### src/hdl/hcbp_pkg.sv
// Package for the code bit packer: sizes, item and word types, command codes.
// Depends on nothing; every other file of the block but hcbp_ram imports it.
`default_nettype none

package hcbp_pkg;

	// Table size and output word size.
	localparam int NUM_SYMBOLS = 257;
	localparam int WORD_BITS   = 64;
	localparam int EOS_SYMBOL  = 256;
	localparam int BYTE_BITS   = 8;

	// Fixed widths of the external fields.
	localparam int CMD_W   = 2;
	localparam int SYM_W   = 9;
	localparam int CLEN_W  = 7;
	localparam int CBITS_W = 64;
	localparam int PWORD_W = 64;

	// Derived internal widths. IDX_W covers the largest table index.
	localparam int IDX_W   = 10;
	localparam int ADDR_W  = (NUM_SYMBOLS > 1) ? $clog2(NUM_SYMBOLS) : 1;
	localparam int LEN_W   = $clog2(WORD_BITS + 1);
	localparam int FILL_W  = $clog2(WORD_BITS);
	localparam int ENTRY_W = LEN_W + WORD_BITS;

	// Queue depths (powers of two, so pointers wrap on their own).
	localparam int QDEPTH = 2;
	localparam int QPTR_W = $clog2(QDEPTH);
	localparam int QCNT_W = $clog2(QDEPTH + 1);
	localparam int ODEPTH = 2;
	localparam int OPTR_W = $clog2(ODEPTH);
	localparam int OCNT_W = $clog2(ODEPTH + 1);

	typedef enum logic [CMD_W-1:0] {
		CMD_LOAD   = 2'd0,
		CMD_ENCODE = 2'd1,
		CMD_FINISH = 2'd2
	} cmd_t;

	typedef struct packed {
		logic [CMD_W-1:0]   cmd;
		logic [SYM_W-1:0]   symbol;
		logic [CLEN_W-1:0]  code_length;
		logic [CBITS_W-1:0] code_bits;
	} in_item_t;

	typedef struct packed {
		logic [PWORD_W-1:0] packed_word;
		logic               final_word;
		logic               end_of_run;
	} out_item_t;

	// One code table entry as stored in the RAM.
	typedef struct packed {
		logic [LEN_W-1:0]     len;
		logic [WORD_BITS-1:0] val;
	} entry_t;

	// One packing job from the front to the back.
	typedef struct packed {
		logic                 is_finish;
		logic [LEN_W-1:0]     len;
		logic [WORD_BITS-1:0] val;
	} job_t;

	typedef struct packed {
		logic valid;
		job_t job;
	} job_req_t;

	typedef enum logic {
		BK_APPEND = 1'b0,
		BK_FLUSH  = 1'b1
	} back_state_t;

endpackage

`default_nettype wire

### src/hdl/hcbp_job_queue.sv
// Short job queue between the lookup front end and the packer.
// Depends on hcbp_pkg.
`default_nettype none

module hcbp_job_queue (
	input  wire logic               clk,
	input  wire logic               arst_n,
	input  wire hcbp_pkg::job_req_t q_push,
	output logic                    q_ready,
	output hcbp_pkg::job_req_t      q_head,
	input  wire logic               q_pop
);

	import hcbp_pkg::*;

	job_t              slot_q [QDEPTH];
	logic [QPTR_W-1:0] wptr_q;
	logic [QPTR_W-1:0] rptr_q;
	logic [QCNT_W-1:0] cnt_q;
	logic              do_push;
	logic              do_pop;

	// Room is judged on the registered count alone.
	assign q_ready = (cnt_q < QCNT_W'(QDEPTH));
	assign do_push = q_push.valid && q_ready;
	assign do_pop  = q_pop && (cnt_q != '0);

	assign q_head.valid = (cnt_q != '0);
	assign q_head.job   = slot_q[rptr_q];

	// Pointers and fill count.
	always_ff @(posedge clk or negedge arst_n) begin
		if (!arst_n) begin
			wptr_q <= '0;
			rptr_q <= '0;
			cnt_q  <= '0;
		end else begin
			if (do_push) begin
				wptr_q <= wptr_q + 1'b1;
			end
			if (do_pop) begin
				rptr_q <= rptr_q + 1'b1;
			end
			if (do_push && !do_pop) begin
				cnt_q <= cnt_q + 1'b1;
			end else if (do_pop && !do_push) begin
				cnt_q <= cnt_q - 1'b1;
			end
		end
	end

	// Storage.
	always_ff @(posedge clk) begin
		if (do_push) begin
			slot_q[wptr_q] <= q_push.job;
		end
	end

endmodule

`default_nettype wire

### config.mk
export PLATFORM = sky130hd
export DESIGN_NAME = hcbp_job_queue
export DESIGN_NICKNAME = d
export VERILOG_FILES = /design/src/hdl/hcbp_pkg.sv /design/src/hdl/hcbp_job_queue.sv
export SDC_FILE = /design/constraint.sdc
export NUM_CORES = 1
export LEC_CHECK = 0
export BUFFER_PORTS_ARGS = -buffer_cell sky130_fd_sc_hd__clkbuf_2
export CORE_MARGIN = 2
export CORE_UTILIZATION = 30
export DETAILED_ROUTE_END_ITERATION = 10
export PLACE_DENSITY = 0.47
export SYNTH_ARGS = -nofsm -noshare
export SYNTH_HDL_FRONTEND = slang
export SYNTH_SLANG_ARGS = --single-unit
### constraint.sdc
create_clock -name clk -period 11.4 [get_ports clk]
set_clock_uncertainty 0.15 [all_clocks]
set_input_delay 1.14 -clock clk [delete_from_list [all_inputs] [get_ports clk]]
set_output_delay 1.14 -clock clk [all_outputs]
set_load 0.05 [all_outputs]
==> impl_summary.log, run 1 <==
INFO  metric outcome = finished, final reports clean
INFO  metric critPathLaunch = rptr_q$_DFFE_PN0P_
INFO  metric ctsLongestPathBuffers = 2
INFO  metric cell_with_the_largest_stage_delay_on_the_worst_path = dfrtp_4
INFO  metric cp_cell_sequence = buf_4, mux2_2, clkbuf_2
INFO  metric yosys.cell_types.count = 15
INFO  metric first_pass_grt_wire_length = 15500 um
INFO  metric timing.critical_path.to = q_head[50]
INFO  metric power_frac_seq = 0.360
INFO  metric finalCoreUtilization = 0.385
INFO  metric path_class = reg -> out
INFO  metric antenna_left = 0
INFO  metric fp.dieW = 142 um
INFO  metric switching_share = 0.385
INFO  metric finish.net_count = 480
INFO  metric postSynth.asyncResetShare = 0.0270
INFO  metric vdd_drop_max = 0.000157 V
INFO  metric maxSlewViolCount = 0
INFO  metric start_util = 0.306
INFO  metric dpl_cell_area = 6650 um^2
INFO  metric area_growth_syn_to_layout = 25.9%
INFO  metric critical_path_peak_fanout = 38
INFO  metric clk_root_buffer_cell = clkbuf_16
INFO  metric leakagePower = 2.90 nW
INFO  metric pin_count = 150
INFO  metric post_route_cells_drive_above_1_share = 0.609
INFO  metric antennaDiodeCount = 0
INFO  metric cts_resized = 0
INFO  metric wl = 10500 um
INFO  metric synth-edff-count = 144
INFO  metric regToRegStartpoint = cnt_q[1]$_DFFE_PN0P_
INFO  metric number_of_maximum_capacitance_constraint_violations = 0
INFO  metric clk-insertion-delay-late = 0.40 ns
INFO  metric synth_ff_type = edfxtp_1
INFO  metric arrival = 2.68 ns
INFO  metric synth_sequential_area_ratio = 0.771
INFO  metric period_share = 0.348
INFO  metric synthesized_nets = 318
INFO  metric io_buffers = 149
INFO  metric design.core.area = 18800 um^2
INFO  metric synth.most_common_cell = edfxtp_1
INFO  metric via_count_of_the_first_global_routing_pass = 2973
INFO  metric path_delay_family = buffers and inverters
INFO  metric end_kind = output pin
INFO  metric top_cell_type_s_share_of_synthesized_area = 0.754
INFO  metric cell_internal_pwr = 1.32 mW
INFO  metric post-cts-setup-buffers = 0
INFO  metric detail_route.drc_violations = 0
INFO  metric globalplace.congestion = 0.670
INFO  metric grt_antenna_before_repair = 0
INFO  metric dieHeight = 142 um
INFO  metric r2r_setup_slack = 8.63 ns
INFO  metric number_of_placed_instances_taps_included = 618
INFO  metric synthesis.instances = 241
INFO  metric finalNonFillerCells = 648
INFO  metric grt_setup_unrepaired = no
INFO  metric depth_of_the_cts_h_tree = 4
INFO  metric synth.cell_area = 5740 um^2
INFO  metric finalWorstPathRequiredPeriod = 3.97 ns
INFO  metric power.density = 298 nW/um^2
INFO  metric share_comb_of_total_power = 0.388
INFO  metric post_synth_most_frequent_cells = 144 x edfxtp_1, 69 x mux2_4, 7 x buf_12
INFO  metric std_cell_rows = 50
INFO  metric ys_top_cells_by_area = edfxtp_1 75%, mux2_4 18%, buf_12 2.4%, dfrtp_1 1.7%, mux2_2 0.59%
INFO  metric design.die.area = 20200 um^2
INFO  metric cts.clk_slew.worst_paths = 0.06 ns
INFO  metric cts_tree = done
INFO  metric power_frac_clock = 0.252
INFO  metric reg2reg_depth = 3
INFO  metric drt_iter0_drc = 89
INFO  metric final_cell_area = 7220 um^2
INFO  metric cp-start-kind = flip-flop
INFO  metric max_slew.worst_pin.slew = 1.16 ns
INFO  metric post_drt_wl_per_cell = 16.2 um
INFO  metric max_freq = 252 MHz
INFO  metric slew-limit-headroom = 0.225
INFO  metric cts-hold-fix-buffers = 0
INFO  metric p_sw = 0.828 mW
INFO  metric reg2reg_to = slot_q[0][42]$_DFFE_PP_
INFO  metric fin_total_pwr = 2.15 mW
INFO  metric setup_violations = 0
INFO  metric synth_largest_area_cell = edfxtp_1
INFO  metric grt_start_max_net_pins = 73
INFO  metric final_hold_viol_count = 0
INFO  metric vias_per_cell = 4.15
INFO  metric cp_data_required_time = 10.11 ns
INFO  metric cts.sinks = 148
INFO  metric grt_overflow = 0
INFO  metric synth.yosys.warnings = 0
INFO  metric synth.ff_latch_count = 148
INFO  metric syn_area_per_cell = 23.8 um^2
INFO  metric total_negative_setup_slacks = 0 ns
INFO  metric hp-class = reg -> reg
INFO  metric worstSetupPathDepth = 3
INFO  metric worstPathBufferInverterCount = 2
INFO  metric inserted_clock_buffers = 17
INFO  metric firstDrtPassIters = 4
INFO  metric dr_total_vias = 2689
INFO  metric cp_slowest_stage_delay = 0.87 ns
INFO  metric grt_use_total = 0.105
## cell families (layout without fill, tap and decap cells)
logic type | Yosys count | count (layout) | synth area share
XOR/XNOR | 5 | 5 | 0.00763
adder cells (fa/ha/maj) | 1 | 1 | 0.00218
buffers and inverters | 9 | 182 | 0.0270
flip-flops | 148 | 148 | 0.771
multiplexers | 72 | 72 | 0.186
AND/OR/NAND/NOR | 6 | 6 | 0.00567
## per-stage QoR
| step | hold WS, ns | worst slack, ns |
|---|---|---|
| 6_report | 0.362 | 7.43 |
| 5_1_grt | 0.355 | 7.27 |
| 4_1_cts | 0.359 | 7.36 |
| 3_5_place_dp | 0.363 | 7.61 |
| 3_3_place_gp | 0.345 | 7.69 |
| 2_1_floorplan | 0.305 | 6.13 |
## cell type report
cell class	instances	area, um^2
Fill cell	1768	11500
Sequential cell	148	4430
Multi-Input combinational cell	84	1170
Timing Repair Buffer	151	761
Clock buffer	18	429
Tap cell	234	293
Clock inverter	12	140
Inverter	1	3.75
## worst reg2reg max path, cell delays in order (launching register included)
cell and delay [ns]:
dfrtp_1 0.38, nor2b_1 0.28, nor2b_4 0.99, buf_4 0.59
## state kept, by name (all words and copies together) (netlist names)
signal / flops
slot_q: 144
cnt_q: 2
rptr_q: 1
wptr_q: 1
## power groups by stage
stage               clock network [mW]  logic (mW)  registers [mW]
CTS                              0.559       0.852           0.779
detailed placement                   0       0.849           0.790
floorplan                            0       0.771           0.753
global placement                     0       0.849           0.786
finish                           0.542       0.835           0.776
global route                     0.581       0.879           0.787
## layout by cell type (no fill, tap or decap), types with 2 or more instances in the layout
cell        instances
buf_4               2
bufinv_16           3
clkbuf_16          17
clkbuf_2          149
clkinv_1            3
clkinv_2            3
clkinvlp_4          2
dfrtp_1             3
edfxtp_1          144
mux2_2              3
mux2_4             69
xnor2_1             3
xor2_1              2
## worst min path at each step
stage	from	end	slack (ns)	depth (start not counted)
6_report	cnt_q[0]$_DFFE_PN0P_	cnt_q[0]$_DFFE_PN0P_	0.36	1
5_1_grt	arst_n	cnt_q[0]$_DFFE_PN0P_	0.35	1
4_1_cts	arst_n	rptr_q$_DFFE_PN0P_	0.36	1
3_5_place_dp	cnt_q[0]$_DFFE_PN0P_	cnt_q[0]$_DFFE_PN0P_	0.36	1
3_3_place_gp	cnt_q[0]$_DFFE_PN0P_	cnt_q[0]$_DFFE_PN0P_	0.34	1
2_1_floorplan	wptr_q$_DFFE_PN0P_	wptr_q$_DFFE_PN0P_	0.31	1
## routing by layer
layer  GRT usage  vias up  wire length [um]
met5           0        -                 0
met4      0.0500        0               176
met3      0.0424       14               787
met2       0.166       93              5040
met1       0.125     1312              4480
li1            -     1270                 -
Note: power is estimated with default switching activity, not from simulation.
==> run 2: changes to the inputs <==
--- a/config.mk
+++ b/config.mk
@@ -5,11 +5,12 @@
 export SDC_FILE = /design/constraint.sdc
 export NUM_CORES = 1
 export LEC_CHECK = 0
+export ABC_AREA = 1
 export BUFFER_PORTS_ARGS = -buffer_cell sky130_fd_sc_hd__clkbuf_2
 export CORE_MARGIN = 2
 export CORE_UTILIZATION = 30
 export DETAILED_ROUTE_END_ITERATION = 10
-export PLACE_DENSITY = 0.47
+export PLACE_DENSITY = 0.48
 export SYNTH_ARGS = -nofsm -noshare
 export SYNTH_HDL_FRONTEND = slang
 export SYNTH_SLANG_ARGS = --single-unit
==> constraint.sdc (replaced) <==
create_clock -name clk -period 3.71 [get_ports clk]
set_clock_uncertainty 0.15 [all_clocks]
set_input_delay 0.371 -clock clk [delete_from_list [all_inputs] [get_ports clk]]
set_output_delay 0.371 -clock clk [all_outputs]
set_load 0.05 [all_outputs]
==> run 2 against run 1 <==
Count of clock-buffer cells in the layout is the same. Combinational power grew to 3.6 times the previous value. Worst setup slack got worse by 6.3 ns. Sequential share of layout area down 3.9 points. Sequential power rose to 3.0 times the previous value. First-iteration DRC count is 61% higher. Area after synthesis shrank 4.6%. Synthesized cell count increased by 67%. Sequential cell count did not move. Clock power grew to 3.1 times the previous value. Via count up 34%. Routed wire length rose by 13%.
==> impl_summary.log, run 2 <==
INFO  metric setup_violations = 0
INFO  metric yosys.cell_types.count = 14
INFO  metric synthSimpleGateAreaFrac = 0.159
INFO  metric dieHeight = 139 um
INFO  metric inserted_clock_buffers = 17
INFO  metric pin_count = 150
INFO  metric ctsLongestPathBuffers = 2
INFO  metric postSynth.asyncResetShare = 0.0270
INFO  metric largest_register_ff_count = 144
INFO  metric yosys.area_share.adder = 0.00228
INFO  metric std_cell_rows = 49
INFO  metric grt_setup_unrepaired = no
INFO  metric worstPathBufferInverterCount = 3
INFO  metric mostFrequentLayoutCells = 225 x nand2_1, 149 x clkbuf_2, 144 x edfxtp_1, 68 x dlygate4sd3_1, 17 x clkbuf_16
INFO  metric synthesized_nets = 480
INFO  metric cell_internal_pwr = 3.85 mW
INFO  metric antenna_left = 0
INFO  metric cts.sinks = 148
INFO  metric power_frac_clock = 0.240
INFO  metric cell_with_the_largest_stage_delay_on_the_worst_path = inv_2
INFO  metric end_kind = output pin
INFO  metric synthesis.instances = 403
INFO  metric depth_of_the_cts_h_tree = 4
INFO  metric clk_root_buffer_cell = clkbuf_16
INFO  metric cp-start-kind = flip-flop
INFO  metric switching_share = 0.446
INFO  metric fin_total_pwr = 6.94 mW
INFO  metric cts-hold-fix-buffers = 67
INFO  metric finalWorstPathRequiredPeriod = 2.59 ns
INFO  metric via_count_of_the_first_global_routing_pass = 3769
INFO  metric synth_sequential_area_ratio = 0.808
INFO  metric design.die.area = 19400 um^2
INFO  metric cp_cell_sequence = inv_2, buf_12, nand2_1, nand2_1, clkbuf_2
INFO  metric top_cell_type_s_share_of_synthesized_area = 0.790
INFO  metric number_of_maximum_capacitance_constraint_violations = 0
INFO  metric hp-class = in -> reg
INFO  metric total_negative_setup_slacks = 0 ns
INFO  metric period_share = 0.699
INFO  metric vias_per_cell = 4.15
INFO  metric layout_setup_ws = 1.12 ns
INFO  metric dp_slack = 1.48 ns
INFO  metric globalplace.congestion = 0.700
INFO  metric dr_total_vias = 3614
INFO  metric slew-limit-headroom = 0.440
INFO  metric synth_top_family_by_area = simple AND/OR/NAND/NOR gates
INFO  metric start_util = 0.305
INFO  metric post_route_cells_drive_above_1_share = 0.287
INFO  metric first_pass_grt_wire_length = 18900 um
INFO  metric ys_top_cells_by_area = edfxtp_1 79%, nand2_1 15%, dfrtp_1 1.8%, buf_6 1.6%, buf_2 0.55%
INFO  metric outcome = finished, final reports clean
INFO  metric critical_path_peak_fanout = 38
INFO  metric vdd_drop_max = 0.000465 V
INFO  metric antennaDiodeCount = 0
INFO  metric grt_use_total = 0.127
INFO  metric registers.top_by_ff_count = slot_q
INFO  metric leakagePower = 3.30 nW
INFO  metric synth_ff_type = edfxtp_1
INFO  metric arrival = 2.07 ns
INFO  metric fp.dieW = 139 um
INFO  metric timing.critical_path.mode_cell = nand2_1
INFO  metric hold_slack = 0.0162 ns
INFO  metric cts_tree = done
INFO  metric max_freq = 386 MHz
INFO  metric synth_compound_gate_area_share = 0
INFO  metric firstDrtPassIters = 4
INFO  metric detail_route.drc_violations = 0
INFO  metric area_growth_syn_to_layout = 40.7%
INFO  metric synth.cell_area = 5480 um^2
INFO  metric path_class = reg -> out
INFO  metric most_frequent_standard_cell_in_the_layout_excluding_fill_and_tap_cells = nand2_1
INFO  metric finalCoreUtilization = 0.429
INFO  metric muxShareOfSynthArea = 0
INFO  metric synth.ff_latch_count = 148
INFO  metric post_drt_wl_per_cell = 13.6 um
INFO  metric cts.clk_slew.worst_paths = 0.06 ns
INFO  metric clk-insertion-delay-late = 0.41 ns
INFO  metric drt_iter0_drc = 143
INFO  metric cts_resized = 0
INFO  metric synth_largest_area_cell = edfxtp_1
INFO  metric max_slew.worst_pin.slew = 0.839 ns
INFO  metric grt_overflow = 0
INFO  metric grt_start_max_net_pins = 74
INFO  metric final_hold_viol_count = 0
INFO  metric power_frac_seq = 0.332
INFO  metric grt_antenna_before_repair = 0
INFO  metric finish.net_count = 707
INFO  metric path_delay_family = buffers and inverters
INFO  metric post-cts-setup-buffers = 0
INFO  metric share_comb_of_total_power = 0.428
INFO  metric place_hpwl = 7540 um
INFO  metric post_synth_most_frequent_cells = 225 x nand2_1, 144 x edfxtp_1, 8 x buf_6
INFO  metric wl = 11800 um
INFO  metric synth.yosys.warnings = 0
INFO  metric io_buffers = 149
INFO  metric cp_data_required_time = 3.19 ns
INFO  metric synth.most_common_cell = nand2_1
INFO  metric design.core.area = 18000 um^2
INFO  metric syn_area_per_cell = 13.6 um^2
INFO  metric reg.largest.list = slot_q x144, cnt_q x2
INFO  metric power.density = 901 nW/um^2
INFO  metric synth-edff-count = 144
INFO  metric maxSlewViolCount = 0
INFO  metric cp_slowest_stage_delay = 0.52 ns
INFO  metric p_sw = 3.10 mW
INFO  metric synth_xor_area_frac = 0.00320
-- run 2: routing by layer --
layer  track usage  vias up  part of all wire
met4        0.0510        0             0.017
met2         0.208      108              0.48
met5             0        -                 0
met1         0.156     1682              0.44
li1              -     1807                 -
met3        0.0418       17             0.062
-- run 2: worst reg2reg max path: cells and delay by family, from the launching register on --
kind,cells,cell delay [ns]
and+or+nand+nor,2,0.70
DFF,1,0.37
buffers and inverters,2,0.58
-- run 2: power by group through the flow --
stage               sequential, mW  clock [mW]  combinational [mW]
finish                        2.31        1.66                2.97
global route                  2.34        1.78                3.19
CTS                           2.31        1.72                3.03
detailed placement            2.34           0                2.97
global placement              2.34           0                2.96
floorplan                     2.36           0                2.29
-- run 2: worst paths after layout --
kind	startpoint	to	slack, ns	cells after the start
max in group asynchronous	arst_n	rptr_q$_DFFE_PN0P_	3.10	2
min in group asynchronous	arst_n	wptr_q$_DFFE_PN0P_	0.15	2
worst min-delay path	q_push[8]	slot_q[0][8]$_DFFE_PP_	0.02	1
worst max register to register	cnt_q[1]$_DFFE_PN0P_	slot_q[1][32]$_DFFE_PP_	1.54	4
worst min register to register	cnt_q[1]$_DFFE_PN0P_	cnt_q[1]$_DFFE_PN0P_	0.33	2
worst max-delay path	rptr_q$_DFFE_PN0P_	q_head[7]	1.12	5
-- run 2: logic make-up after synthesis --
kind of cell / count (synthesis)
flops: 148
simple gates: 230
xor+xnor: 2
fa+ha+maj: 1
buf+inv: 22
-- run 2: area by class of cell --
cell class	count	area (um^2)
clock inverter	13	141
tap	229	287
sequential	148	4430
timing repair buffer	223	1480
multi-input combinational	233	913
inverter	7	26.3
clock buffer	18	429
fill	1700	10300
-- run 2: per-stage QoR --
step	cells	instance area, um^2
2_1_floorplan	403	5480
3_3_place_gp	772	6450
6_report	871	7710
4_1_cts	870	7700
3_5_place_dp	772	6450
5_1_grt	871	7710
